File: src/hdl/crenc64_pkg.sv
// ----------------------------------------------------------------------------
// crenc64_pkg
// Shared types and constants of the carryless 64-bit range encoder.
// ----------------------------------------------------------------------------
package crenc64_pkg;

  localparam int STATE_W   = 64;
  localparam int COUNT_W   = 32;
  localparam int BYTE_W    = 8;
  localparam int MAX_EMIT  = 8;

  localparam int TOP_BIT_DEF    = 56;
  localparam int BOTTOM_BIT_DEF = 48;

  // input selector carried on in_tuser
  localparam logic OP_ENCODE = 1'b0;
  localparam logic OP_FLUSH  = 1'b1;

  // command kinds handed from the front end to the back end
  localparam logic [1:0] KIND_ENC   = 2'd0;
  localparam logic [1:0] KIND_FLUSH = 2'd1;
  localparam logic [1:0] KIND_BAD   = 2'd2;

  localparam int QDEPTH = 2;
  localparam int QPTR_W = $clog2(QDEPTH);
  localparam int QCNT_W = $clog2(QDEPTH + 1);

  typedef struct packed {
    logic [1:0]         kind;
    logic [COUNT_W-1:0] sym_lo;  // symbol_low
    logic [COUNT_W-1:0] sym_dl;  // symbol_high - symbol_low
    logic [COUNT_W-1:0] total;   // total_count
  } cmd_t;

endpackage

File: src/hdl/crenc64_front.sv
// ----------------------------------------------------------------------------
// crenc64_front
// Accepts input transactions, checks and classifies them, and queues the
// resulting commands for the back end.
// ----------------------------------------------------------------------------
module crenc64_front (
  input  logic                                      clk,
  input  logic                                      rst_n,
  input  logic                                      in_tvalid,
  output logic                                      in_tready,
  input  logic [3*crenc64_pkg::COUNT_W-1:0]         in_tdata,
  input  logic                                      in_tuser,
  output logic                                      q_valid,
  input  logic                                      q_ready,
  output crenc64_pkg::cmd_t                         q_cmd
);

  localparam int CW = crenc64_pkg::COUNT_W;

  crenc64_pkg::cmd_t              q_mem_r [crenc64_pkg::QDEPTH];
  logic [crenc64_pkg::QPTR_W-1:0] wr_ptr_r, wr_ptr_nxt;
  logic [crenc64_pkg::QPTR_W-1:0] rd_ptr_r, rd_ptr_nxt;
  logic [crenc64_pkg::QCNT_W-1:0] cnt_r, cnt_nxt;

  logic [CW-1:0]     slo, shi, tot;
  crenc64_pkg::cmd_t new_cmd;
  logic              push, pop;

  function automatic logic [crenc64_pkg::QCNT_W-1:0] QCNT_W_ONE(input logic b);
    QCNT_W_ONE = {{(crenc64_pkg::QCNT_W-1){1'b0}}, b};
  endfunction

  assign slo = in_tdata[CW-1:0];
  assign shi = in_tdata[2*CW-1:CW];
  assign tot = in_tdata[3*CW-1:2*CW];

  always_comb begin
    new_cmd.sym_lo = slo;
    new_cmd.sym_dl = shi - slo;
    new_cmd.total  = tot;
    priority if (in_tuser == crenc64_pkg::OP_FLUSH) begin
      new_cmd.kind = crenc64_pkg::KIND_FLUSH;
    end else if (tot == '0 || shi <= slo || shi > tot) begin
      new_cmd.kind = crenc64_pkg::KIND_BAD;
    end else begin
      new_cmd.kind = crenc64_pkg::KIND_ENC;
    end
  end

  assign in_tready = (cnt_r != crenc64_pkg::QCNT_W'(crenc64_pkg::QDEPTH));
  assign q_valid   = (cnt_r != '0);
  assign q_cmd     = q_mem_r[rd_ptr_r];
  assign push      = in_tvalid && in_tready;
  assign pop       = q_valid && q_ready;

  always_comb begin
    wr_ptr_nxt = push ? wr_ptr_r + 1'b1 : wr_ptr_r;
    rd_ptr_nxt = pop  ? rd_ptr_r + 1'b1 : rd_ptr_r;
    cnt_nxt    = cnt_r + QCNT_W_ONE(push) - QCNT_W_ONE(pop);
  end

  always_ff @(posedge clk) begin
    if (!rst_n) begin
      wr_ptr_r <= '0;
      rd_ptr_r <= '0;
      cnt_r    <= '0;
    end else begin
      wr_ptr_r <= wr_ptr_nxt;
      rd_ptr_r <= rd_ptr_nxt;
      cnt_r    <= cnt_nxt;
    end
  end

  always_ff @(posedge clk) begin
    if (push) begin
      q_mem_r[wr_ptr_r] <= new_cmd;
    end
  end

endmodule

File: src/hdl/crenc64_back.sv
// ----------------------------------------------------------------------------
// crenc64_back
// Executes queued commands: radix-4 range division, split 32x32 multiplies,
// byte emission, flush and rejected-item markers, feeding a registered output stage.
// ----------------------------------------------------------------------------
module crenc64_back #(
  parameter int TOP_BIT    = crenc64_pkg::TOP_BIT_DEF,
  parameter int BOTTOM_BIT = crenc64_pkg::BOTTOM_BIT_DEF
) (
  input  logic                               clk,
  input  logic                               rst_n,
  input  logic                               q_valid,
  output logic                               q_ready,
  input  crenc64_pkg::cmd_t                  q_cmd,
  output logic                               out_tvalid,
  input  logic                               out_tready,
  output logic [crenc64_pkg::BYTE_W-1:0]     out_tdata,
  output logic                               out_tlast,
  output logic                               out_tuser
);

  localparam int SW = crenc64_pkg::STATE_W;
  localparam int CW = crenc64_pkg::COUNT_W;
  localparam int BW = crenc64_pkg::BYTE_W;
  localparam int HW = SW / 2;
  localparam int NW = $clog2(crenc64_pkg::MAX_EMIT + 1);
  localparam int DIV_STEPS = SW / 2;
  localparam int DW = $clog2(DIV_STEPS);

  localparam logic [SW-1:0] TOP_MASK = ~((SW'(1) << TOP_BIT) - SW'(1));
  localparam logic [SW-1:0] BOT_LO   = (SW'(1) << BOTTOM_BIT) - SW'(1);

  localparam logic [3:0] ST_IDLE  = 4'd0;
  localparam logic [3:0] ST_DIV   = 4'd1;
  localparam logic [3:0] ST_M0    = 4'd2;
  localparam logic [3:0] ST_M1    = 4'd3;
  localparam logic [3:0] ST_M2    = 4'd4;
  localparam logic [3:0] ST_M3    = 4'd5;
  localparam logic [3:0] ST_M4    = 4'd6;
  localparam logic [3:0] ST_EMIT  = 4'd7;
  localparam logic [3:0] ST_FLUSH = 4'd8;
  localparam logic [3:0] ST_BAD   = 4'd9;

  logic [3:0]    state_r, state_nxt;
  logic [SW-1:0] low_r, low_nxt;
  logic [SW-1:0] range_r, range_nxt;
  logic [SW-1:0] dq_r, dq_nxt;     // dividend in, quotient out
  logic [CW-1:0] rem_r, rem_nxt;
  logic [DW-1:0] dcnt_r, dcnt_nxt;
  logic [SW-1:0] prod_r, prod_nxt;
  logic [SW-1:0] acc_r, acc_nxt;
  logic [NW-1:0] n_r, n_nxt;
  logic [BW-1:0] pend_r, pend_nxt;
  logic          pend_v_r, pend_v_nxt;
  crenc64_pkg::cmd_t cmd_r, cmd_nxt;

  logic          ov_r, ov_nxt;
  logic [BW-1:0] ob_r, ob_nxt;
  logic          ol_r, ol_nxt;
  logic          obad_r, obad_nxt;

  logic          out_free;
  logic [CW-1:0] mul_a, mul_b;
  logic [SW-1:0] mul_p;
  logic [SW-1:0] prod_fold;
  logic [SW-1:0] low_plus_rng;
  logic          keep_hi, range_small, go;
  logic [SW-1:0] rng_use;
  logic          ge1, ge2;
  logic [CW-1:0] rem1, rem2;
  logic [CW:0]   t1, t2;

  assign out_free = !ov_r || out_tready;
  assign q_ready  = (state_r == ST_IDLE);

  // two restoring division steps per cycle
  always_comb begin
    t1   = {rem_r, dq_r[SW-1]};
    ge1  = (t1 >= {1'b0, cmd_r.total});
    rem1 = ge1 ? CW'(t1 - {1'b0, cmd_r.total}) : t1[CW-1:0];
    t2   = {rem1, dq_r[SW-2]};
    ge2  = (t2 >= {1'b0, cmd_r.total});
    rem2 = ge2 ? CW'(t2 - {1'b0, cmd_r.total}) : t2[CW-1:0];
  end

  // shared 32x32 multiplier, operands chosen by step
  always_comb begin
    unique case (state_r)
      ST_M0:   begin mul_a = cmd_r.sym_lo; mul_b = dq_r[HW-1:0];  end
      ST_M1:   begin mul_a = cmd_r.sym_lo; mul_b = dq_r[SW-1:HW]; end
      ST_M2:   begin mul_a = cmd_r.sym_dl; mul_b = dq_r[HW-1:0];  end
      ST_M3:   begin mul_a = cmd_r.sym_dl; mul_b = dq_r[SW-1:HW]; end
      default: begin mul_a = cmd_r.sym_dl; mul_b = dq_r[SW-1:HW]; end
    endcase
  end

  assign mul_p     = SW'(mul_a) * SW'(mul_b);
  // low word product plus high word product shifted up, modulo 2^64
  assign prod_fold = {acc_r[SW-1:HW] + prod_r[HW-1:0], acc_r[HW-1:0]};

  always_comb begin
    low_plus_rng = low_r + range_r;
    keep_hi      = ((low_r ^ low_plus_rng) & TOP_MASK) == '0;
    range_small  = (range_r & ~BOT_LO) == '0;
    rng_use      = keep_hi ? range_r : ((SW'(0) - low_r) & BOT_LO);
    go           = (n_r != NW'(crenc64_pkg::MAX_EMIT)) && (keep_hi || range_small);
  end

  always_comb begin
    state_nxt  = state_r;
    low_nxt    = low_r;
    range_nxt  = range_r;
    dq_nxt     = dq_r;
    rem_nxt    = rem_r;
    dcnt_nxt   = dcnt_r;
    prod_nxt   = prod_r;
    acc_nxt    = acc_r;
    n_nxt      = n_r;
    pend_nxt   = pend_r;
    pend_v_nxt = pend_v_r;
    cmd_nxt    = cmd_r;
    ov_nxt     = ov_r && !out_tready;
    ob_nxt     = ob_r;
    ol_nxt     = ol_r;
    obad_nxt   = obad_r;

    unique case (state_r)
      ST_IDLE: begin
        if (q_valid) begin
          cmd_nxt    = q_cmd;
          dq_nxt     = range_r;
          rem_nxt    = '0;
          dcnt_nxt   = '0;
          n_nxt      = '0;
          pend_v_nxt = 1'b0;
          unique case (q_cmd.kind)
            crenc64_pkg::KIND_ENC:   state_nxt = ST_DIV;
            crenc64_pkg::KIND_FLUSH: state_nxt = ST_FLUSH;
            default:                 state_nxt = ST_BAD;
          endcase
        end
      end
      ST_DIV: begin
        rem_nxt  = rem2;
        dq_nxt   = {dq_r[SW-3:0], ge1, ge2};
        dcnt_nxt = dcnt_r + 1'b1;
        if (dcnt_r == DW'(DIV_STEPS - 1)) begin
          state_nxt = ST_M0;
        end
      end
      ST_M0: begin
        prod_nxt  = mul_p;
        state_nxt = ST_M1;
      end
      ST_M1: begin
        acc_nxt   = prod_r;
        prod_nxt  = mul_p;
        state_nxt = ST_M2;
      end
      ST_M2: begin
        low_nxt   = low_r + prod_fold;
        prod_nxt  = mul_p;
        state_nxt = ST_M3;
      end
      ST_M3: begin
        acc_nxt   = prod_r;
        prod_nxt  = mul_p;
        state_nxt = ST_M4;
      end
      ST_M4: begin
        range_nxt = prod_fold;
        state_nxt = ST_EMIT;
      end
      ST_EMIT: begin
        // hold one byte back so the final one can carry tlast
        if (out_free) begin
          if (go) begin
            if (pend_v_r) begin
              ov_nxt   = 1'b1;
              ob_nxt   = pend_r;
              ol_nxt   = 1'b0;
              obad_nxt = 1'b0;
            end
            pend_nxt   = low_r[SW-1:SW-BW];
            pend_v_nxt = 1'b1;
            low_nxt    = low_r << BW;
            range_nxt  = rng_use << BW;
            n_nxt      = n_r + 1'b1;
          end else begin
            if (pend_v_r) begin
              ov_nxt   = 1'b1;
              ob_nxt   = pend_r;
              ol_nxt   = 1'b1;
              obad_nxt = 1'b0;
            end
            pend_v_nxt = 1'b0;
            state_nxt  = ST_IDLE;
          end
        end
      end
      ST_FLUSH: begin
        if (out_free) begin
          ov_nxt   = 1'b1;
          ob_nxt   = low_r[SW-1:SW-BW];
          ol_nxt   = (n_r == NW'(crenc64_pkg::MAX_EMIT - 1));
          obad_nxt = 1'b0;
          low_nxt  = low_r << BW;
          n_nxt    = n_r + 1'b1;
          if (n_r == NW'(crenc64_pkg::MAX_EMIT - 1)) begin
            state_nxt = ST_IDLE;
          end
        end
      end
      ST_BAD: begin
        if (out_free) begin
          ov_nxt    = 1'b1;
          ob_nxt    = '0;
          ol_nxt    = 1'b0;
          obad_nxt  = 1'b1;
          state_nxt = ST_IDLE;
        end
      end
      default: begin
        state_nxt = ST_IDLE;
      end
    endcase
  end

  always_ff @(posedge clk) begin
    if (!rst_n) begin
      state_r  <= ST_IDLE;
      low_r    <= '0;
      range_r  <= '1;
      pend_v_r <= 1'b0;
      ov_r     <= 1'b0;
    end else begin
      state_r  <= state_nxt;
      low_r    <= low_nxt;
      range_r  <= range_nxt;
      pend_v_r <= pend_v_nxt;
      ov_r     <= ov_nxt;
    end
  end

  always_ff @(posedge clk) begin
    dq_r   <= dq_nxt;
    rem_r  <= rem_nxt;
    dcnt_r <= dcnt_nxt;
    prod_r <= prod_nxt;
    acc_r  <= acc_nxt;
    n_r    <= n_nxt;
    pend_r <= pend_nxt;
    cmd_r  <= cmd_nxt;
    ob_r   <= ob_nxt;
    ol_r   <= ol_nxt;
    obad_r <= obad_nxt;
  end

  assign out_tvalid = ov_r;
  assign out_tdata  = ob_r;
  assign out_tlast  = ol_r;
  assign out_tuser  = obad_r;

endmodule

File: src/hdl/carryless_range_encoder_64_top.sv
// ----------------------------------------------------------------------------
// carryless_range_encoder_64_top
// Carryless 64-bit range encoder with streaming input and byte output.
// ----------------------------------------------------------------------------
// Input channel (in_*): one transaction per item. in_tuser selects encode (0)
// or flush (1); in_tdata carries symbol_low, symbol_high and total_count.
// Output channel (out_*): one transaction per emitted byte on out_tdata;
// out_tlast marks the final byte of an item, out_tuser marks a rejected item
// (one transaction, data zero, tlast low).
// A two-entry command queue sits between the checking front end and the
// execution back end, so input is taken while the back end is busy.
// Encode: the item is dequeued, the range is divided by the total in a
// radix-4 division loop, the shared 32x32 multiplier forms the new low and
// range (states M0 to M4), then bytes are emitted. Flush emits all eight
// bytes of low, a rejected item one marker. Division sets the encode rate.
// Reset (rst_n low, synchronous) sets low to zero and range to all ones and
// empties the queue and the output register. When out_tready is low the back
// end holds at the next byte; the queue fills and then in_tready drops.
// ----------------------------------------------------------------------------
module carryless_range_encoder_64_top #(
  parameter int TOP_BIT    = crenc64_pkg::TOP_BIT_DEF,
  parameter int BOTTOM_BIT = crenc64_pkg::BOTTOM_BIT_DEF
) (
  input  logic                               clk,
  input  logic                               rst_n,
  input  logic                               in_tvalid,
  output logic                               in_tready,
  // [31:0] symbol_low, [63:32] symbol_high, [95:64] total_count
  input  logic [3*crenc64_pkg::COUNT_W-1:0]  in_tdata,
  // [0] opcode
  input  logic                               in_tuser,
  output logic                               out_tvalid,
  input  logic                               out_tready,
  // [7:0] out_byte
  output logic [crenc64_pkg::BYTE_W-1:0]     out_tdata,
  output logic                               out_tlast,
  // [0] bad_item
  output logic                               out_tuser
);

  logic              q_valid;
  logic              q_ready;
  crenc64_pkg::cmd_t q_cmd;

  crenc64_front u_front (
    .clk       (clk),
    .rst_n     (rst_n),
    .in_tvalid (in_tvalid),
    .in_tready (in_tready),
    .in_tdata  (in_tdata),
    .in_tuser  (in_tuser),
    .q_valid   (q_valid),
    .q_ready   (q_ready),
    .q_cmd     (q_cmd)
  );

  crenc64_back #(
    .TOP_BIT    (TOP_BIT),
    .BOTTOM_BIT (BOTTOM_BIT)
  ) u_back (
    .clk        (clk),
    .rst_n      (rst_n),
    .q_valid    (q_valid),
    .q_ready    (q_ready),
    .q_cmd      (q_cmd),
    .out_tvalid (out_tvalid),
    .out_tready (out_tready),
    .out_tdata  (out_tdata),
    .out_tlast  (out_tlast),
    .out_tuser  (out_tuser)
  );

endmodule
File: config.mk
export PLATFORM = sky130hd
export DESIGN_NAME = carryless_range_encoder_64_top
export DESIGN_NICKNAME = d
export VERILOG_FILES = /design/src/hdl/crenc64_pkg.sv /design/src/hdl/crenc64_front.sv /design/src/hdl/crenc64_back.sv /design/src/hdl/carryless_range_encoder_64_top.sv
export SDC_FILE = /design/constraint.sdc
export NUM_CORES = 2
export LEC_CHECK = 0
export BUFFER_PORTS_ARGS = -buffer_cell sky130_fd_sc_hd__buf_2
export CELL_PAD_IN_SITES_DETAIL_PLACEMENT = 0
export CELL_PAD_IN_SITES_GLOBAL_PLACEMENT = 1
export CORE_UTILIZATION = 30
export CTS_CLUSTER_SIZE = 25
export DETAILED_ROUTE_END_ITERATION = 8
export PLACE_DENSITY = 0.57
export SKIP_LAST_GASP = 1
export SYNTH_ARGS = -nofsm -noshare
export SYNTH_HDL_FRONTEND = slang
export SYNTH_SLANG_ARGS = --single-unit
File: constraint.sdc
create_clock -name clk -period 10.9 [get_ports clk]
set_input_delay 1.09 -clock clk [delete_from_list [all_inputs] [get_ports clk]]
set_output_delay 1.09 -clock clk [all_outputs]
set_load 0.1 [all_outputs]
### Word level (Yosys, flattened, before mapping)

Memory sizes are Yosys's and may differ from the RTL's. A register that Yosys moved wholly into a read port is not among the register bits.
Index checks and enable logic that the tools add are counted.

| cells by class | value |
|---|---|
| $add $sub $neg | 13 |
| $mul | 1 |
| order comparisons | 4 |
| equality and inequality tests | 23 |
| mux-type cells | 61 |
| bitwise operators | 1 |
| reduce and logical (&&, ||, !) cells | 36 |

Operators by type and width:

| operator | count |
|---|---|
| 64-bit 2-to-1 mux | 6 |
| 64-bit one-hot mux with 2 select lines | 2 |
| 64-bit one-hot mux with 3 select lines | 1 |
| 32-bit 2-to-1 mux | 5 |
| 64-bit adder | 2 |
| 64-bit logical NOT | 2 |
| 32-bit subtractor | 3 |
| 33-bit by 32-bit greater-or-equal comparator with 1-bit output | 2 |
| 32-bit by 32-bit multiplier with 64-bit output | 1 |
| 32-bit one-hot mux with 2 select lines | 1 |
| 64-bit bitwise XOR | 1 |
| 56-bit 2-to-1 mux | 1 |
| 1-bit by 48-bit subtractor with 48-bit output (first input constant) | 1 |
| 4-bit 2-to-1 mux | 11 |
| 4-bit one-hot mux with 10 select lines | 1 |
| 32-bit adder | 1 |
| 32-bit > comparator | 1 |
| 32-bit less-or-equal comparator | 1 |
| 32-bit logical NOT | 1 |
| 8-bit 2-to-1 mux | 4 |
| 8-bit one-hot mux with 3 select lines | 1 |
| 4-bit by 3-bit == test with 1-bit output (second input constant) | 5 |
| 1-bit 2-to-1 mux | 18 |
| 2-bit by 1-bit != test with 1-bit output (second input constant) | 8 |
| 33 further kinds | 59 |

| word-level totals | value |
|---|---|
| register bits after elaboration | 485 |
| memory bits (writable) | 196 |
| output and inout bits | 12 |
| logic and storage cells | 161 |
| memories | 1 |

Memory list:

| name | words | width | rd ports | clocked after Yosys merged registers in | wr ports | line | RTL |
|---|---|---|---|---|---|---|---|
| u_front.q_mem_r | 2 | 98 | 1 | 1 | 1 | crenc64_front.sv:20 | `crenc64_pkg::cmd_t q_mem_r [crenc64_pkg::QDEPTH];` |

### Depth between registers and ports, before layout

| logic depth | value |
|---|---|
| word-level depth | 8 |
| depth in mapped cells | 37 |
| gate-level depth less buffers | 33 |

### Cells and area by module

Synthesis repeated with hierarchy kept, for this count alone.

| second synthesis, totals | value |
|---|---|
| cells, all modules | 7576 |
| area total of the unflattened synthesis | 73427.9 µm² |

Modules (own cells, without submodules):

| module | times used | cells an instance | area an instance (µm²) | sequential area each (µm²) |
|---|---|---|---|---|
| crenc64_back | 1 | 6850 | 63423.3 | 13102.6 |
| crenc64_front | 1 | 726 | 10004.6 | 5985.7 |

### Worst setup path after synthesis

OpenSTA, ideal clock, no wires.

| timing path | value |
|---|---|
| kind | register to register |
| from | register u_back.state_r[2] |
| to | register u_back.prod_r[63] (data pin) |
| data arrival time | 9.732 ns |
| path slack | 0.908 ns |
| stages on the path, launching flop included | 34 |
| clock period less this slack | 9.992 ns |
| cell sequence | dfxtp_1 clkbuf_1 inv_1 nor4_1 a21oi_1 clkbuf_1 mux2i_1 clkbuf_1 nor2_1 fa_1 fa_1 fa_1 inv_1 fa_1 inv_1 fa_1 fa_1 fa_1 fa_1 ha_1 clkbuf_1 a21o_1 a21o_1 a21oi_1 a21oi_1 a221o_1 a31o_2 o21ai_0 o21ai_0 a41oi_1 o31ai_1 a221o_1 a21oi_1 xnor2_1 |

| on the way | value |
|---|---|
| cells in the longest elaborated chain, start to end | 4 |
| elaborated cells between the ends (all ways) | 8 |
| classes of those cells | 1 x mul; 3 x eq/ne; 2 x mux; 2 x reduce/logical |

RTL lines:

| item | line | RTL |
|---|---|---|
| from (decl) | crenc64_back.sv:44 | `logic [3:0] state_r, state_nxt;` |
| from (signal assigned) | crenc64_back.sv:237 | `state_r <= state_nxt;` |
| 4-bit by 2-bit == test with 1-bit output or 4-bit by 3-bit == test with 1-bit output (tied branches) | crenc64_back.sv:88 | `unique case (state_r)` |
| 2-bit OR reduction (no source line) | - |  |
| 32-bit 2-to-1 mux | crenc64_back.sv:88 |  |
| 32-bit by 32-bit multiplier with 64-bit output (*) | crenc64_back.sv:97 | `assign mul_p = SW'(mul_a) * SW'(mul_b);` |
| named net u_back.mul_p[63] | crenc64_back.sv:64 | `logic [SW-1:0] mul_p;` |
| to (signal assigned) | crenc64_back.sv:249 | `prod_r <= prod_nxt;` |
| to (decl) | crenc64_back.sv:50 | `logic [SW-1:0] prod_r, prod_nxt;` |

The timed path passes the listed nets; every way through them passes the cells marked *.
A chain may end at the register's enable or synchronous reset.

### Final worst setup path

| timing path | value |
|---|---|
| from | register u_back.state_r[2] |
| to | register u_back.prod_r[62] (data pin) |

Same word-level chain as after synthesis.

==> results.yml <==
status:
  outcome: "complete, no violations"
setup_path:
  cp.depth: 35
  cpMostUsedCell: "fa_1"
  worstPathArrival_ps: 10780
  crit_type: "flip-flop to flip-flop"
  max_stage_delay_ps: 910
  cp_slowest_cell: "o311ai_0"
  crit_family: "adder cells"
  critPathMaxFanout: 45
  setup.worst_path.start: "u_back.state_r[2]$_SDFFE_PN0P_"
  worstReg2RegStart: "u_back.state_r[2]$_SDFFE_PN0P_"
  ff2ff_path_depth: 35
  crit_path_start_kind: "flip-flop"
  cp-end-kind: "flip-flop"
  cp_num_buf_inv: 9
  worstPathRequired_ps: 11340
route:
  postRouteAntennaNets: 0
  routed_wl_um: 270600
  route.detailed.drc: 0
  drtIter0Drc: 4489
  dr.pass1.iters: 6
  via_per_inst: 5.173
  wl_per_cell_um: 25.11
  vias: 55758
synth:
  synthTopCellsByCount: "inv_1, fa_1, nor2_1, nand2_1, ha_1"
  synth_top_flop_cell: "edfxtp_1"
  synth_top_area_share_pct: 24.96
  synth_top_area_cell: "fa_1"
  synthCells: 7495
  synth-async-reset-ratio_pct: 0
  avgSynthCellArea_um2: 9.641
  yosys-top-cells-area: "fa_1, edfxtp_1, ha_1, inv_1, nor2_1"
  ys_seq_elements: 682
  synth_most_common_cell: "inv_1"
  synth_edf_count: 543
  synth-seq-area-share_pct: 26.42
  yosys.cell_types.count: 81
  syn_nets: 9051
  syn-cell-area_um2: 72260
  ys.warnings.count: 0
sta:
  period_needed_ps: 10340
  worst-slew-pin-transition_ps: 1169
  maxSlewViolCount: 0
  post-route-period-util_pct: 94.88
  clock.fmax_mhz: 96.70
  hold_viol_final: 0
  finClkSkew_ps: 77.07
  rsz0062_at_grt: "false"
  setup_tns_ps: 0
  slew_headroom_pct: 20.55
  final-setup-viol-count: 0
global_route:
  grt_use_met2_pct: 35.01
  grt_max_degree: 78
  busiest_layer: "met2"
  grt_util_all_layers_pct: 22.04
  met1_usage_pct: 31.07
  grtUsageMet3_pct: 3.169
  grt_pass1_vias: 56408
  grt_first_pass_wirelength_um: 392600
  grt.overflow.total: 0
  antenna_found_initial: 3
die:
  pin_count: 113
  start_util_pct: 30.27
  fp.dieW_um: 492.8
  die_area_um2: 242800
  core_area_um2: 238700
  rows: 179
  dieHeight_um: 492.8
clock_network:
  clk_latency_ps: 710
  numCtsBuffers: 80
  cts_sinks: 682
  clockBufferDepth: 3
  cts_root_buffer: "clkbuf_16"
  path_clk_slew_ps: 70
  ctsHtreeMaxLevel: 3
  cts_tree: "built"
layout:
  final_core_util_pct: 33.60
  area_delta_synth_final_pct: 11.01
  nets: 9099
  postLayoutCellArea_um2: 80210
  layout.cells.non_filler: 10778
  drive_gt1_share_pct: 9.264
placed_design:
  hpwlAfterDp_um: 217900
  placedInstanceArea_um2: 77360
  dp_cells: 10625
  port_buffers: 112
  gp_congestion: 0.9207
hold_path:
  hold_class: "flip-flop to flip-flop"
  whs_path_depth: 0
  hold_start: "u_back.prod_r[40]$_DFFE_PP_"
run:
  cap_violations: 0
routing by layer:
| metal | vias to the layer above | share of wire, % |
|---|---|---|
| met3 | 364 | 5.8 |
| met4 | 0 | 3.1 |
| met1 | 28633 | 46 |
| met2 | 1709 | 45 |
| li1 | 25052 | - |
| met5 | - | 0 |
final timing paths:
check                           slack (ps)                           to
worst max-delay path                   560  u_back.prod_r[62]$_DFFE_PP_
worst min-delay path                   420   u_back.acc_r[40]$_DFFE_PP_
worst max register to register         560  u_back.prod_r[62]$_DFFE_PP_
worst min register to register         420   u_back.acc_r[40]$_DFFE_PP_
repair_timing:
action / in CTS / in global routing
hold endpoints to repair: 0 / 0
hold buffers: 0 / 0
resized for setup: 0 / 7
buffers inserted: 0 / 3
endpoints found under the setup margin: 0 / 8
cell type report:
class | count | area, um^2
multi-input combinational | 5485 | 48530
clock buffer | 96 | 2123
inverter | 1015 | 3814
fill | 24755 | 158500
tap | 3167 | 3963
timing repair buffer | 279 | 2027
clock inverter | 53 | 659.4
sequential | 682 | 19090
antenna | 1 | 2.502
flip-flops by register name, indices dropped and copies added, names as in the netlist, 2 cells and up, named ones only:
signal            flops
u_back.range_r       64
u_back.pend_r         8
u_back.acc_r         64
u_back.rem_r         32
u_back.cmd_r         96
u_front.cnt_r         2
u_back.dcnt_r         5
u_back.out_tdata      8
u_back.low_r         64
u_front.q_mem_r     196
u_back.state_r        4
u_back.prod_r        64
u_back.dq_r          64
u_back.n_r            4
cells by family (layout without fill, tap and decap cells):
family,count (synthesis),after routing,synth area share [%]
buf+inv,1328,1443,6.980
mux,327,327,4.840
compound gates,1157,1157,10.37
fa+ha+maj,1455,1455,34.55
xor+xnor,296,296,3.588
other cells,0,1,0
flops,682,682,26.42
simple gates,2250,2250,13.25
placed cells by master, fill, tap and decap left out, types with 148 or more instances in the layout:
cell	count
fa_1	901
nand2_1	870
edfxtp_1	543
a21oi_1	341
buf_4	150
ha_1	554
nor2_1	899
inv_1	1013
xnor2_1	201
o21ai_0	217
a21o_1	148
mux2_2	179
metrics by stage:
step                setup slack, ps  hold WS (ps)
floorplan                     907.8         400.3
finish                        558.2         416.5
CTS                           157.5         414.7
global route                  58.00         420.2
detailed placement            221.9         404.5
global placement              365.3         405.5
Power is left out: the tool's default activity adds up to more than one toggle a clock period on the data nets, which glitch-free logic cannot reach.
